<file path="src/rtl/core/clns_pkg.sv">
package clns_pkg;

    localparam int unsigned CELL_PIXELS_DEF = 10;
    localparam int unsigned GRID_COLS_DEF   = 64;
    localparam int unsigned GRID_ROWS_DEF   = 64;
    localparam int unsigned MAX_POINTS_DEF  = 4096;

    // result cap per query and the width of its counter
    localparam int unsigned OUT_CAP = 64;
    localparam int unsigned CNT_W   = 7;

    localparam logic [1:0] OP_INSERT = 2'd0;
    localparam logic [1:0] OP_REMOVE = 2'd1;
    localparam logic [1:0] OP_QUERY  = 2'd2;

    localparam int unsigned IN_DATA_W  = 72;
    localparam int unsigned OUT_DATA_W = 16;

    typedef enum logic [4:0] {
        ST_CLEAR,
        ST_IDLE,
        ST_U_READ,
        ST_U_CHK,
        ST_UNL_WAIT,
        ST_UNL_WR,
        ST_LNK_WAIT,
        ST_LNK_RD,
        ST_LNK_W1,
        ST_LNK_W2,
        ST_Q_WAIT,
        ST_Q_CELL,
        ST_Q_HEAD,
        ST_W_CHK,
        ST_W_SQ,
        ST_W_CMP,
        ST_Q_END
    } state_t;

    typedef struct packed {
        logic       clr_step;
        logic       lat_in;
        logic       rd_pt_p;
        logic       rd_pt_q;
        logic       src_mem;
        logic       unlink_wr;
        logic       rd_head_new;
        logic       rd_head_nbr;
        logic       link_wr1;
        logic       link_wr2;
        logic       load_q_head;
        logic       adv_q;
        logic       take_hit;
        logic       set_ovf;
        logic       emit_final;
        logic [1:0] di;
        logic [1:0] dj;
    } ctl_cmd_t;

    typedef struct packed {
        logic       clr_done;
        logic [1:0] in_op;
        logic       in_p_ok;
        logic       op_ins;
        logic       linked;
        logic       q_none;
        logic       hit;
        logic       cnt_full;
        logic       pend_valid;
        logic       out_free;
    } ctl_status_t;

endpackage

</file>
<file path="src/rtl/core/clns_ctrl.sv">
module clns_ctrl
(
    input  logic                   clk,
    input  logic                   rst_n,
    input  logic                   s_tvalid,
    output logic                   s_tready,
    input  clns_pkg::ctl_status_t  st,
    output clns_pkg::ctl_cmd_t     cmd
);

    clns_pkg::state_t state_reg, state_next;
    logic [1:0] wait_reg, wait_next;
    logic [1:0] di_reg, di_next;
    logic [1:0] dj_reg, dj_next;

    always_ff @(posedge clk or negedge rst_n)
    begin
        if (!rst_n)
        begin
            state_reg <= clns_pkg::ST_CLEAR;
            wait_reg  <= 2'd0;
            di_reg    <= 2'd0;
            dj_reg    <= 2'd0;
        end
        else
        begin
            state_reg <= state_next;
            wait_reg  <= wait_next;
            di_reg    <= di_next;
            dj_reg    <= dj_next;
        end
    end

    always_comb
    begin
        state_next = state_reg;
        wait_next  = 2'd0;
        di_next    = di_reg;
        dj_next    = dj_reg;
        s_tready   = 1'b0;
        cmd        = '0;
        cmd.di     = di_reg;
        cmd.dj     = dj_reg;
        unique case (state_reg)
            clns_pkg::ST_CLEAR:
            begin
                cmd.clr_step = 1'b1;
                if (st.clr_done)
                    state_next = clns_pkg::ST_IDLE;
            end
            clns_pkg::ST_IDLE:
            begin
                s_tready = 1'b1;
                if (s_tvalid)
                begin
                    cmd.lat_in = 1'b1;
                    if (st.in_op == clns_pkg::OP_QUERY)
                        state_next = clns_pkg::ST_Q_WAIT;
                    else if ((st.in_op == clns_pkg::OP_INSERT ||
                              st.in_op == clns_pkg::OP_REMOVE) && st.in_p_ok)
                        state_next = clns_pkg::ST_U_READ;
                end
            end
            clns_pkg::ST_U_READ:
            begin
                cmd.rd_pt_p = 1'b1;
                state_next  = clns_pkg::ST_U_CHK;
            end
            clns_pkg::ST_U_CHK:
            begin
                if (st.linked)
                    state_next = clns_pkg::ST_UNL_WAIT;
                else if (st.op_ins)
                    state_next = clns_pkg::ST_LNK_WAIT;
                else
                    state_next = clns_pkg::ST_IDLE;
            end
            clns_pkg::ST_UNL_WAIT:
            begin
                // cell of the stored position runs through the coordinate pipe
                cmd.src_mem = 1'b1;
                wait_next   = wait_reg + 2'd1;
                if (wait_reg == 2'd3)
                    state_next = clns_pkg::ST_UNL_WR;
            end
            clns_pkg::ST_UNL_WR:
            begin
                cmd.src_mem   = 1'b1;
                cmd.unlink_wr = 1'b1;
                state_next    = st.op_ins ? clns_pkg::ST_LNK_WAIT : clns_pkg::ST_IDLE;
            end
            clns_pkg::ST_LNK_WAIT:
            begin
                wait_next = wait_reg + 2'd1;
                if (wait_reg == 2'd3)
                    state_next = clns_pkg::ST_LNK_RD;
            end
            clns_pkg::ST_LNK_RD:
            begin
                cmd.rd_head_new = 1'b1;
                state_next      = clns_pkg::ST_LNK_W1;
            end
            clns_pkg::ST_LNK_W1:
            begin
                cmd.link_wr1 = 1'b1;
                state_next   = clns_pkg::ST_LNK_W2;
            end
            clns_pkg::ST_LNK_W2:
            begin
                cmd.link_wr2 = 1'b1;
                state_next   = clns_pkg::ST_IDLE;
            end
            clns_pkg::ST_Q_WAIT:
            begin
                wait_next = wait_reg + 2'd1;
                di_next   = 2'd0;
                dj_next   = 2'd0;
                if (wait_reg == 2'd3)
                    state_next = clns_pkg::ST_Q_CELL;
            end
            clns_pkg::ST_Q_CELL:
            begin
                cmd.rd_head_nbr = 1'b1;
                state_next      = clns_pkg::ST_Q_HEAD;
            end
            clns_pkg::ST_Q_HEAD:
            begin
                cmd.load_q_head = 1'b1;
                state_next      = clns_pkg::ST_W_CHK;
            end
            clns_pkg::ST_W_CHK:
            begin
                if (!st.q_none)
                begin
                    cmd.rd_pt_q = 1'b1;
                    state_next  = clns_pkg::ST_W_SQ;
                end
                else if (di_reg == 2'd2 && dj_reg == 2'd2)
                    state_next = clns_pkg::ST_Q_END;
                else
                begin
                    // advance to the next cell, row by row
                    if (di_reg == 2'd2)
                    begin
                        di_next = 2'd0;
                        dj_next = dj_reg + 2'd1;
                    end
                    else
                        di_next = di_reg + 2'd1;
                    state_next = clns_pkg::ST_Q_CELL;
                end
            end
            clns_pkg::ST_W_SQ:
            begin
                state_next = clns_pkg::ST_W_CMP;
            end
            clns_pkg::ST_W_CMP:
            begin
                priority if (!st.hit)
                begin
                    cmd.adv_q  = 1'b1;
                    state_next = clns_pkg::ST_W_CHK;
                end
                else if (st.cnt_full)
                begin
                    cmd.set_ovf = 1'b1;
                    state_next  = clns_pkg::ST_Q_END;
                end
                else if (!st.pend_valid || st.out_free)
                begin
                    cmd.take_hit = 1'b1;
                    cmd.adv_q    = 1'b1;
                    state_next   = clns_pkg::ST_W_CHK;
                end
                else
                    state_next = clns_pkg::ST_W_CMP;
            end
            clns_pkg::ST_Q_END:
            begin
                if (st.out_free)
                begin
                    cmd.emit_final = 1'b1;
                    state_next     = clns_pkg::ST_IDLE;
                end
            end
            default:
            begin
                state_next = clns_pkg::ST_IDLE;
            end
        endcase
    end

endmodule

</file>
<file path="config.mk">
export PLATFORM = sky130hd
export DESIGN_NAME = clns_ctrl
export DESIGN_NICKNAME = d
export VERILOG_FILES = /design/src/rtl/core/clns_pkg.sv /design/src/rtl/core/clns_ctrl.sv
export SDC_FILE = /design/constraint.sdc
export NUM_CORES = 1
export LEC_CHECK = 0
export ABC_AREA = 0
export ABC_CLOCK_PERIOD_IN_PS = 2900
export BUFFER_PORTS_ARGS = -buffer_cell sky130_fd_sc_hd__buf_2
export CAP_MARGIN = 15
export CORE_MARGIN = 2
export CORE_UTILIZATION = 50
export DETAILED_ROUTE_END_ITERATION = 8
export PLACE_DENSITY = 0.89
export SYNTH_ARGS = -nofsm -noshare
export SYNTH_HDL_FRONTEND = slang
export SYNTH_SLANG_ARGS = --single-unit
</file>
<file path="constraint.sdc">
create_clock -name clk -period 2.9 [get_ports clk]
set_clock_uncertainty 0.1 [all_clocks]
set_input_delay 0.435 -clock clk [delete_from_list [all_inputs] [get_ports clk]]
set_output_delay 0.435 -clock clk [all_outputs]
set_load 0.01 [all_outputs]
</file>
After elaboration in Yosys (flattened, before gate mapping)
Cells that the tools add are included.
{"block": "totals", "elab_cells": 98, "register_bits": 11, "out_inout_bits": 20, "inputBits": 14}
{"block": "classes", "n_eq_ne": 31, "n_mux": 47, "add_sub_neg": 3, "reduce_logical": 13}
{"cell": "$pmux 5 s16", "n": 1}
{"cell": "$mux 5", "n": 12}
{"cell": "$eq 5x4->1 const B", "n": 8}
{"cell": "$mux 2", "n": 11}
{"cell": "$eq 5x3->1 const B", "n": 4}
{"cell": "$mux 1", "n": 18}
{"cell": "$ne 2x2->1 const B", "n": 9}
{"cell": "$eq 5x2->1 const B", "n": 2}
{"cell": "$mux 3", "n": 3}
{"cell": "$eq 2x2->1 const B", "n": 4}
{"cell": "$pmux 2 s2", "n": 2}
{"cell": "$reduce_and 7->1", "n": 1}
{"cell": "$add 2x1->2 const B", "n": 3}
{"cell": "$eq 5x1->1 const B", "n": 1}
{"cell": "$eq 5x5->1 const B", "n": 1}
{"cell": "$logic_not 5->1", "n": 1}
{"cell": "$reduce_and 4->1", "n": 1}
{"cell": "$ne 3x3->1 const B", "n": 1}
{"cell": "$reduce_and 3->1", "n": 1}
{"cell": "$reduce_or 3->1", "n": 1}
{"cell": "$eq 2x1->1 const B", "n": 1}
{"cell": "$logic_and 1x1->1", "n": 2}
{"cell": "$logic_not 2->1", "n": 1}
{"cell": "$logic_or 1x1->1", "n": 2}
{"cell": "other kinds (3)", "n": 3}

Logic depth before layout (Yosys ltp)
Gate-level depths: netlist (run 1).
{"block": "depth", "depth_word": 7, "mapped_depth": 6, "mapped_depth_nobuf": 6}

Worst setup path before layout (run 1)
OpenSTA, ideal clock, no wires.
{"block": "synth_path", "path_type": "register -> register", "start": "reg state_reg[3]", "end": "reg state_reg[1]", "required_ns": 2.672, "path_buffers": 1, "path_slack_ns": 1.092, "t_arrival_ns": 1.581, "period_less_slack_ns": 1.808, "path_stages_with_launch": 6, "setup_ns": 0.128, "path_cell_list": "dfrtp_1 buf_6 or3_4 nor2_2 a221o_1 mux2_1"}
{"block": "synth_between", "elab_chain_len": 3, "elab_cells_between_ends": 25, "classes_between": "22 x eq/ne; 1 x mux; 2 x reduce/logical"}
{"item": "start, declared", "line_no": "clns_ctrl.sv:11", "text": "clns_pkg::state_t state_reg, state_next;"}
{"item": "start signal, assigned", "line_no": "clns_ctrl.sv:20", "text": "state_reg <= clns_pkg::ST_CLEAR;"}
{"item": "start signal, assigned", "line_no": "clns_ctrl.sv:27", "text": "state_reg <= state_next;"}
{"item": "$eq 5x1->1 (tied with other cells)", "line_no": "clns_ctrl.sv:44", "text": "unique case (state_reg)"}
{"item": "$ne 3x3->1 (no line) or $ne 2x2->1 (tied branches)"}
{"item": "$reduce_and 7->1 (no line)"}
Parallel ways exist; a longest one is shown, timed or not.
A chain may end at the register's enable or synchronous reset.

==> results of run 1 <==
[path summary, 6_finish.rpt]
check | start | to | depth (start not counted)
min reg2reg | wait_reg[0] | wait_reg[0] | 1
max in group asynchronous | rst_n | wait_reg[1] | 2
min | wait_reg[0] | wait_reg[0] | 1
min in group asynchronous | rst_n | state_reg[2] | 2
max reg2reg | state_reg[0] | state_reg[1] | 4
max | state_reg[0] | cmd[17] | 4
[cell usage after synthesis, types with 3 or more instances]
cell,count,area [sq um]
a21o_1,3,22.5
a21oi_1,3,15.0
buf_2,7,35.0
dfrtp_1,11,275
nand2_1,7,26.3
nand2b_1,8,50.1
nand3_1,7,35.0
nand3b_1,3,22.5
nor2_1,8,30.0
nor2b_1,4,25.0
nor3_1,9,45.0
nor4_1,5,31.3
o211ai_1,3,22.5
o21ai_0,5,25.0
[routing by layer]
| metal | wire [um] | share of wire | vias up |
|---|---|---|---|
| met3 | 151 | 0.056 | 6 |
| met2 | 1320 | 0.49 | 46 |
| met1 | 1190 | 0.44 | 526 |
| met5 | 0 | 0 | - |
| li1 | - | - | 548 |
| met4 | 53 | 0.020 | 0 |
[worst max-delay path: stages (launching register included)]
cell and delay [ns]:
dfrtp_1 0.78, or2b_2 0.42, nor2_2 0.20, and2_1 0.14
buf_2 0.12
[power breakdown]
| part | leakage [nW] | total (mW) | switching, mW | internal, mW |
|---|---|---|---|---|
| sequential | 0.142 | 0.335 | 0.133 | 0.202 |
| clock | 0.0150 | 0.0983 | 0.0452 | 0.0531 |
| combinational | 0.413 | 0.514 | 0.262 | 0.252 |
| total | 0.570 | 0.948 | 0.441 | 0.507 |
[cell type report]
type	count	area, sq um	share of cell area
Tap cell	27	33.8	0.0273
Inverter	2	7.51	0.00607
Multi-Input combinational cell	106	712	0.575
Timing Repair Buffer	35	183	0.148
Sequential cell	11	275	0.222
Clock buffer	4	26.3	0.0212
[cell families after synthesis]
group,synth area share
XOR/XNOR,0.00835
buffers and inverters,0.0585
AND/OR/NAND/NOR,0.400
AO/OA/AOI/OAI,0.227
multiplexers,0.0203
adder cells (fa/ha/maj),0.0239
flip-flops,0.263
[stage by stage]
| stage | hold slack (ns) | power (mW) |
|---|---|---|
| 4_1_cts | 0.348 | 0.947 |
| 6_report | 0.346 | 0.948 |
| 3_5_place_dp | 0.218 | 0.842 |
| 2_1_floorplan | 0.0394 | 0.704 |
| 3_3_place_gp | 0.213 | 0.823 |
| 5_1_grt | 0.371 | 1.04 |
==> results.tsv, run 1 <==
stage	metric	value	unit
status	status	completed	
critical_path	path_class	register to primary output	
sta	finalCritPeriodShare	0.846	
clock_network	clockRootBuffer	clkbuf_4	
sta	hold_viol_final	0	
finish	antennaDiodeCount	0	
finish	drive_above_1_share	0.272	
synthesis	ys_types	51	
route	vias_per_cell	6.09	
sta	tightest_slew	0.675	ns
placed_design	dp.cells	180	
finish	mostFrequentLayoutCell	buf_2	
sta	final.min_clock_period	2.45	ns
global_routing	antenna_found_initial	0	
critical_path	start_kind	register	
min_path	hp-class	register to register	
route	vias	1126	
route	wl	2720	um
critical_path	ff2ff_setup_slack	0.73	ns
finish	area_growth_syn_to_layout	18.0	%
sta	maxSlewHeadroom	0.550	
synthesis	ys_ff_latch	11	
global_routing	grt_start_max_net_pins	25	
finish	layout.nets	175	
route	detail_route.first_pass.iterations	4	
clock_network	cts_tree	done	
clock_network	clkLatencyLatePin	0.26	ns
critical_path	cp.required	2.37	ns
route	drt_iter0_markers	25	
floorplanning	rows	16	
global_routing	grtUsageTotal	0.240	
power	power.static_leakage	0.570	nW
synthesis	synth.net_count	145	
placed_design	gp_congestion	0.892	
floorplanning	dieWidth	49.8	um
power	ir_drop	0.535	mV
global_routing	grt_util_met3	0.0212	
clock_network	cts_setup_buffers	0	
synthesis	synth_ff_type	dfrtp_1	
critical_path	critPathArrivalTime	1.92	ns
finish	final_core_util	0.631	
critical_path	critPathMaxFanout	24	
synthesis	synth_cells	129	
route	remaining_drc_errors	0	
power	powerDensity	766	nW/um^2
synthesis	ys_warn_count	0	
clock_network	clk_pin_slew	0.06	ns
synthesis	synth_area	1050	sq um
floorplanning	start_util	0.534	
clock_network	cts-htree-levels	1	
sta	fin_tns_setup	0	ns
placed_design	postPlaceCellArea	1200	sq um
placed_design	dpl_worst_slack	0.768	ns
floorplanning	core	1960	sq um
global_routing	use_met2	0.398	
finish	final_cell_area	1240	sq um
global_routing	grt_pass1_wl	4630	um
sta	rsz0062_at_grt	false	
critical_path	crit_path_end_kind	primary output	
placed_design	dp_hpwl	2090	um
global_routing	grt_pass1_vias	1029	
synthesis	synthArstFlopShare	1.00	
global_routing	overflow	0	
synthesis	synth_edf_count	0	
clock_network	ctsResizeCount	0	
global_routing	top_usage_layer	met2	
clock_network	cts.sinks	11	
clock_network	holdBufCountCts	1	
sta	setup_slack	0.447	ns
sta	max_freq	408	MHz
finish	largest_reg_flops	5	
clock_network	cts_buffers	3	
route	ant_nets	0	
route	wl_per_cell	14.7	um
floorplanning	die_area	2480	sq um
placed_design	port_buffers	33	
synthesis	avgSynthCellArea	8.13	sq um
clock_network	clk_path_buf_depth	2	
finish	fin_cells	185	
sta	slew_violations	0	
synthesis	ys_seq_area_frac	0.263	
floorplanning	die_y	49.8	um
finish	final.fill_count	186	
floorplanning	pin_count	34	
global_routing	gr-usage-met1	0.313	
finish	final_cell_mix	33 x buf_2, 11 x dfrtp_1, 9 x nor3_1	
job	max-cap-violations	0	
sta	setup_viol	0	
No activity file was read; power rests on OpenSTA's default activity.
==> run 2: changes to the inputs <==
Settings changed: ABC_CLOCK_PERIOD_IN_PS 2900 to 2050, CORE_UTILIZATION 50 to 45, PLACE_DENSITY 0.89 to 0.85.
Clock period 2.9 ns to 2.05 ns, I/O delays scaled along.
==> run 2 against run 1 <==
Die area up 10%. Critical endpoint unchanged. Final area up 13%. First-iteration DRC count up 110%. Highest routed layer unchanged. Sequential power up 21%. Non-clock buffer count up 15. Register-to-register slack worse by 0.50 ns. Worst hold slack worse by 0.086 ns. Sequential cell count unchanged. Sequential share of layout area down 2.2 points. Core utilization up 0.39 points. Largest power group unchanged. Combinational power up 100%.
==> results.tsv, run 2 (synthesis results as in run 1) <==
stage	metric	value	unit	change
sta	hold_viol_final	0		unchanged
sta	maxSlewHeadroom	0.751		+0.201
route	wl_per_cell	16.6	um	+13%
global_routing	grt_util_met3	0.0543		+0.0331
finish	antennaDiodeCount	0		unchanged
finish	final_core_util	0.635		+0.00388
power	swShare	0.458		-0.00680
critical_path	start_kind	register		
power	ir_drop	0.631	mV	+18%
global_routing	gr-usage-met1	0.337		+0.0234
power	pwr-share-comb	0.650		+0.107
power	powerDensity	1150	nW/um^2	+50%
finish	layout.nets	190		+8.6%
global_routing	overflow	0		unchanged
global_routing	antenna_found_initial	0		unchanged
sta	rsz0062_at_grt	false		
route	ant_nets	0		unchanged
finish	final_cell_mix	33 x buf_2, 15 x buf_4, 9 x nor3_1		
finish	largest_reg_flops	5		unchanged
sta	tightest_slew	0.364	ns	-0.310 ns
critical_path	crit_path_end_kind	primary output		
sta	max_freq	507	MHz	
clock_network	clkLatencyLatePin	0.28	ns	+0.02 ns
clock_network	cts_tree	done		
placed_design	gp_congestion	0.930		+4.2%
route	wl	3330	um	+23%
sta	fin_tns_setup	0	ns	unchanged
sta	setup_viol	0		unchanged
global_routing	top_usage_layer	met2		
route	drt_iter0_markers	53		+110%
finish	final.fill_count	208		+12%
floorplanning	pin_count	34		unchanged
route	remaining_drc_errors	0		unchanged
finish	area_growth_syn_to_layout	33.9	%	
clock_network	cts.sinks	11		unchanged
route	vias_per_cell	6.27		+3.0%
route	vias	1260		+12%
power	p_switching	739	uW	+68%
power	clkPwrFrac	0.097		-0.007
sta	final.min_clock_period	1.97	ns	
global_routing	grt_pass1_wl	5480	um	+18%
clock_network	clk_path_buf_depth	2		unchanged
global_routing	grt_start_max_net_pins	12		-52%
status	status	completed		
critical_path	path_class	register to primary output		
power	internal_power	873	uW	+72%
critical_path	cp.required	1.64	ns	-0.73 ns
power	power.static_leakage	0.643	nW	+13%
job	max-cap-violations	0		unchanged
clock_network	clk_pin_slew	0.07	ns	about the same
critical_path	critPathArrivalTime	1.56	ns	-0.36 ns
global_routing	grt_pass1_vias	1129		+9.7%
sta	finalCritPeriodShare	0.962		
critical_path	ff2ff_setup_slack	0.23	ns	-0.50 ns
clock_network	clockRootBuffer	clkbuf_4		
floorplanning	dieWidth	52.3	um	+5.0%
placed_design	dp_hpwl	2400	um	+15%
floorplanning	start_util	0.474		-0.0605
global_routing	use_met2	0.456		+0.0579
finish	mostFrequentLayoutCell	buf_2		
route	detail_route.first_pass.iterations	4		unchanged
sta	slew_violations	0		unchanged
floorplanning	die_y	52.3	um	+5.0%
clock_network	cts_buffers	3		unchanged
critical_path	critPathMaxFanout	7		-71%
global_routing	grtUsageTotal	0.274		+0.0335
clock_network	cts-htree-levels	1		unchanged
min_path	hp-class	input pin to register		
floorplanning	die_area	2730	sq um	+10%
placed_design	port_buffers	33		unchanged
power	seq_power_share	0.252		-0.102
floorplanning	rows	17		+1
floorplanning	core	2210	sq um	+13%
finish	drive_above_1_share	0.410		+0.138
run 2: worst max-delay path, stage by stage, from the launching register on:
cell,delay [ns]
dfrtp_2,0.45
or3_4,0.45
nor2_4,0.14
and2_1,0.13
buf_2,0.12
run 2: area by class of cell:
class,instances,area [sq um],area share
multi-input cells,106,754,0.537
repair buffers,50,299,0.213
flip-flops and latches,11,282,0.201
well taps,28,35.0,0.0250
clock buffers,4,26.3,0.0187
inverters,2,7.51,0.00535
run 2: path summary, 6_finish.rpt:
path | startpoint | to | cells after the start
worst max-delay path | state_reg[2] | cmd[17] | 4
worst max register to register | state_reg[2] | state_reg[1] | 4
worst min-delay path | st[4] | di_reg[1] | 3
min in group asynchronous | rst_n | state_reg[1] | 2
worst min register to register | wait_reg[0] | wait_reg[0] | 1
max in group asynchronous | rst_n | state_reg[2] | 2
run 2: routing by layer:
layer  vias up  wire length [um]
met5         -                 0
met4         0               114
met3        12               250
met2        74              1640
met1       592              1330
li1        582                 -
run 2: stage by stage:
step / hold slack, ns / area [sq um] / cells / setup slack [ns] / total power, mW
after floorplan: -0.0881 / 1050 / 129 / 0.242 / 0.997
after global placement: 0.0997 / 1270 / 190 / 0.185 / 1.27
after detailed placement: 0.101 / 1270 / 190 / 0.159 / 1.29
after CTS: 0.255 / 1350 / 199 / 0.0177 / 1.50
after global routing: 0.271 / 1400 / 201 / 0.00719 / 1.74
final: 0.259 / 1400 / 201 / 0.0785 / 1.61
run 2: what timing repair did:
| action | 4_1_cts | 5_1_grt |
|---|---|---|
| endpoints found under the setup margin | 5 | 6 |
| buffers inserted | 4 | 2 |
| gates resized for setup | 4 | 15 |
| hold buffers | 1 | 0 |
| pin swaps | 1 | 1 |
| hold endpoints to repair | 11 | 0 |
run 2: power groups by stage:
stage          Sequential [mW]  Clock, mW  Combinational, mW
6_report                 0.407      0.157               1.05
5_1_grt                  0.423      0.177               1.14
4_1_cts                  0.403      0.158              0.941
3_5_place_dp             0.409          0              0.881
3_3_place_gp             0.400          0              0.869
2_1_floorplan            0.363          0              0.633
==> run 3: changes to the inputs <==
Settings changed: CELL_PAD_IN_SITES_DETAIL_PLACEMENT set to 0, CELL_PAD_IN_SITES_GLOBAL_PLACEMENT set to 1, CORE_UTILIZATION 45 to 32, PLACE_DENSITY 0.85 to 0.84.
==> run 3 against run 2 <==
Cell count rose by 7.5%. Setup slack got worse by 0.0069 ns. Wire length fell by 5.3%. Largest cell class unchanged. Largest power group unchanged. Highest routed layer unchanged.
==> results.tsv, run 3 (synthesis results as in run 1) <==
stage	metric	value	unit	change
critical_path	crit_start	state_reg[2]		
finish	antennaDiodeCount	0		unchanged
global_routing	overflow	0		unchanged
clock_network	clk_path_buf_depth	2		unchanged
finish	register_area	282	sq um	unchanged
global_routing	grtUsageTotal	0.176		-0.0980
route	drt_iter0_markers	29		-45%
route	vias	1182		-6.2%
finish	final_cell_area	1400	sq um	-0.62%
finish	layout.nets	189		-0.53%
floorplanning	die_y	61.2	um	+17%
critical_path	crit_path_end_kind	primary output		
sta	setup_viol	0		unchanged
global_routing	grt_start_max_net_pins	18		+6
clock_network	cts.sinks	11		unchanged
placed_design	dp_hpwl	2430	um	+1.3%
sta	tightest_slew	0.443	ns	+0.0791 ns
status	status	completed		
floorplanning	core	3080	sq um	+39%
placed_design	postPlaceCellArea	1300	sq um	+2.6%
placed_design	gp_congestion	0.940		+1.1%
clock_network	cts_buffers	3		unchanged
clock_network	clk_pin_slew	0.07	ns	about the same
job	max-cap-violations	0		unchanged
route	wl_per_cell	14.6	um	-12%
critical_path	path_class	register to primary output		
floorplanning	start_util	0.341		-0.133
sta	final.min_clock_period	1.98	ns	+0.00687 ns
clock_network	clockRootBuffer	clkbuf_4		
power	power.static_leakage	0.639	nW	-0.49%
finish	multi_input_area	724	sq um	-4.0%
floorplanning	die_area	3750	sq um	+37%
clock_network	cts-htree-levels	1		unchanged
sta	slew_violations	0		unchanged
finish	final_cell_mix	33 x buf_2, 14 x buf_4, 9 x nor3_1		
critical_path	start_kind	register		
clock_network	cts_tree	done		
finish	largest_reg_flops	5		unchanged
sta	hold_viol_final	0		unchanged
floorplanning	dieWidth	61.2	um	+17%
placed_design	port_buffers	33		unchanged
sta	max_freq	505	MHz	-0.35%
min_path	hold_start	st[4]		
route	detail_route.first_pass.iterations	4		unchanged
finish	final_core_util	0.453		-0.181
sta	maxSlewHeadroom	0.697		-0.0541
sta	fin_tns_setup	0	ns	unchanged
power	ir_drop	0.397	mV	-37%
critical_path	rr_startpoint	state_reg[2]		
critical_path	critPathMaxFanout	8		+1
route	vias_per_cell	5.47		-13%
finish	drive_above_1_share	0.372		-0.0383
route	ant_nets	0		unchanged
global_routing	antenna_found_initial	0		unchanged
critical_path	critPathArrivalTime	1.57	ns	about the same
finish	mostFrequentLayoutCell	buf_2		
min_path	hp-class	input pin to register		
global_routing	grt_pass1_wl	4840	um	-12%
power	powerDensity	1090	nW/um^2	-5.2%
sta	finalCritPeriodShare	0.965		+0.00335
floorplanning	pin_count	34		unchanged
route	remaining_drc_errors	0		unchanged
clock_network	clkLatencyLatePin	0.28	ns	about the same
finish	final.fill_count	325		+56%
critical_path	cp.required	1.64	ns	about the same
finish	area_growth_syn_to_layout	33.1	%	
floorplanning	rows	20		+3
power	power	1.52	mW	-5.8%
route	wl	3150	um	-5.3%
global_routing	grt_pass1_vias	1087		-3.7%
## run 3: power by group
group          internal [mW]  switching, mW
Clock                 0.0757         0.0843
Sequential             0.293          0.102
Combinational          0.459          0.505
## run 3: what timing repair did
action	4_1_cts	5_1_grt
hold endpoints to repair	11	0
buffers inserted	0	5
setup endpoints to repair	2	6
gates resized for setup	2	7
hold buffers	1	0
## run 3: cell type report
class | instances | area share
Sequential cell | 11 | 0.202
Clock buffer | 4 | 0.0188
Tap cell | 44 | 0.0395
Timing Repair Buffer | 49 | 0.215
Multi-Input combinational cell | 106 | 0.519
Inverter | 2 | 0.00538
## run 3: final timing paths
| check | endpoint | slack, ns | cells past startpoint |
|---|---|---|---|
| max | cmd[4] | 0.07 | 5 |
| min | di_reg[1] | 0.24 | 3 |
| max reg2reg | state_reg[1] | 0.15 | 4 |
| min reg2reg | wait_reg[0] | 0.34 | 1 |
| max in group asynchronous | state_reg[3] | 1.27 | 2 |
| min in group asynchronous | wait_reg[0] | 0.33 | 2 |
## run 3: per-layer routing
layer,track usage,part of all wire
met3,0.0378,0.061
met4,0.0590,0.019
met5,0,0
met2,0.315,0.48
met1,0.206,0.44
## run 3: worst max-delay path: stages (launching register included)
cell and delay [ns]:
dfrtp_2 0.45, buf_4 0.18, nor4_1 0.22, buf_4 0.16, and3_1 0.15, buf_2 0.12
## run 3: stage by stage
stage | cells | setup slack, ns | hold WS, ns
floorplan | 129 | 0.242 | -0.0881
global placement | 206 | 0.247 | 0.0920
detailed placement | 206 | 0.128 | 0.103
CTS | 211 | 0.00773 | 0.239
global route | 216 | -0.0186 | 0.266
finish | 216 | 0.0716 | 0.241
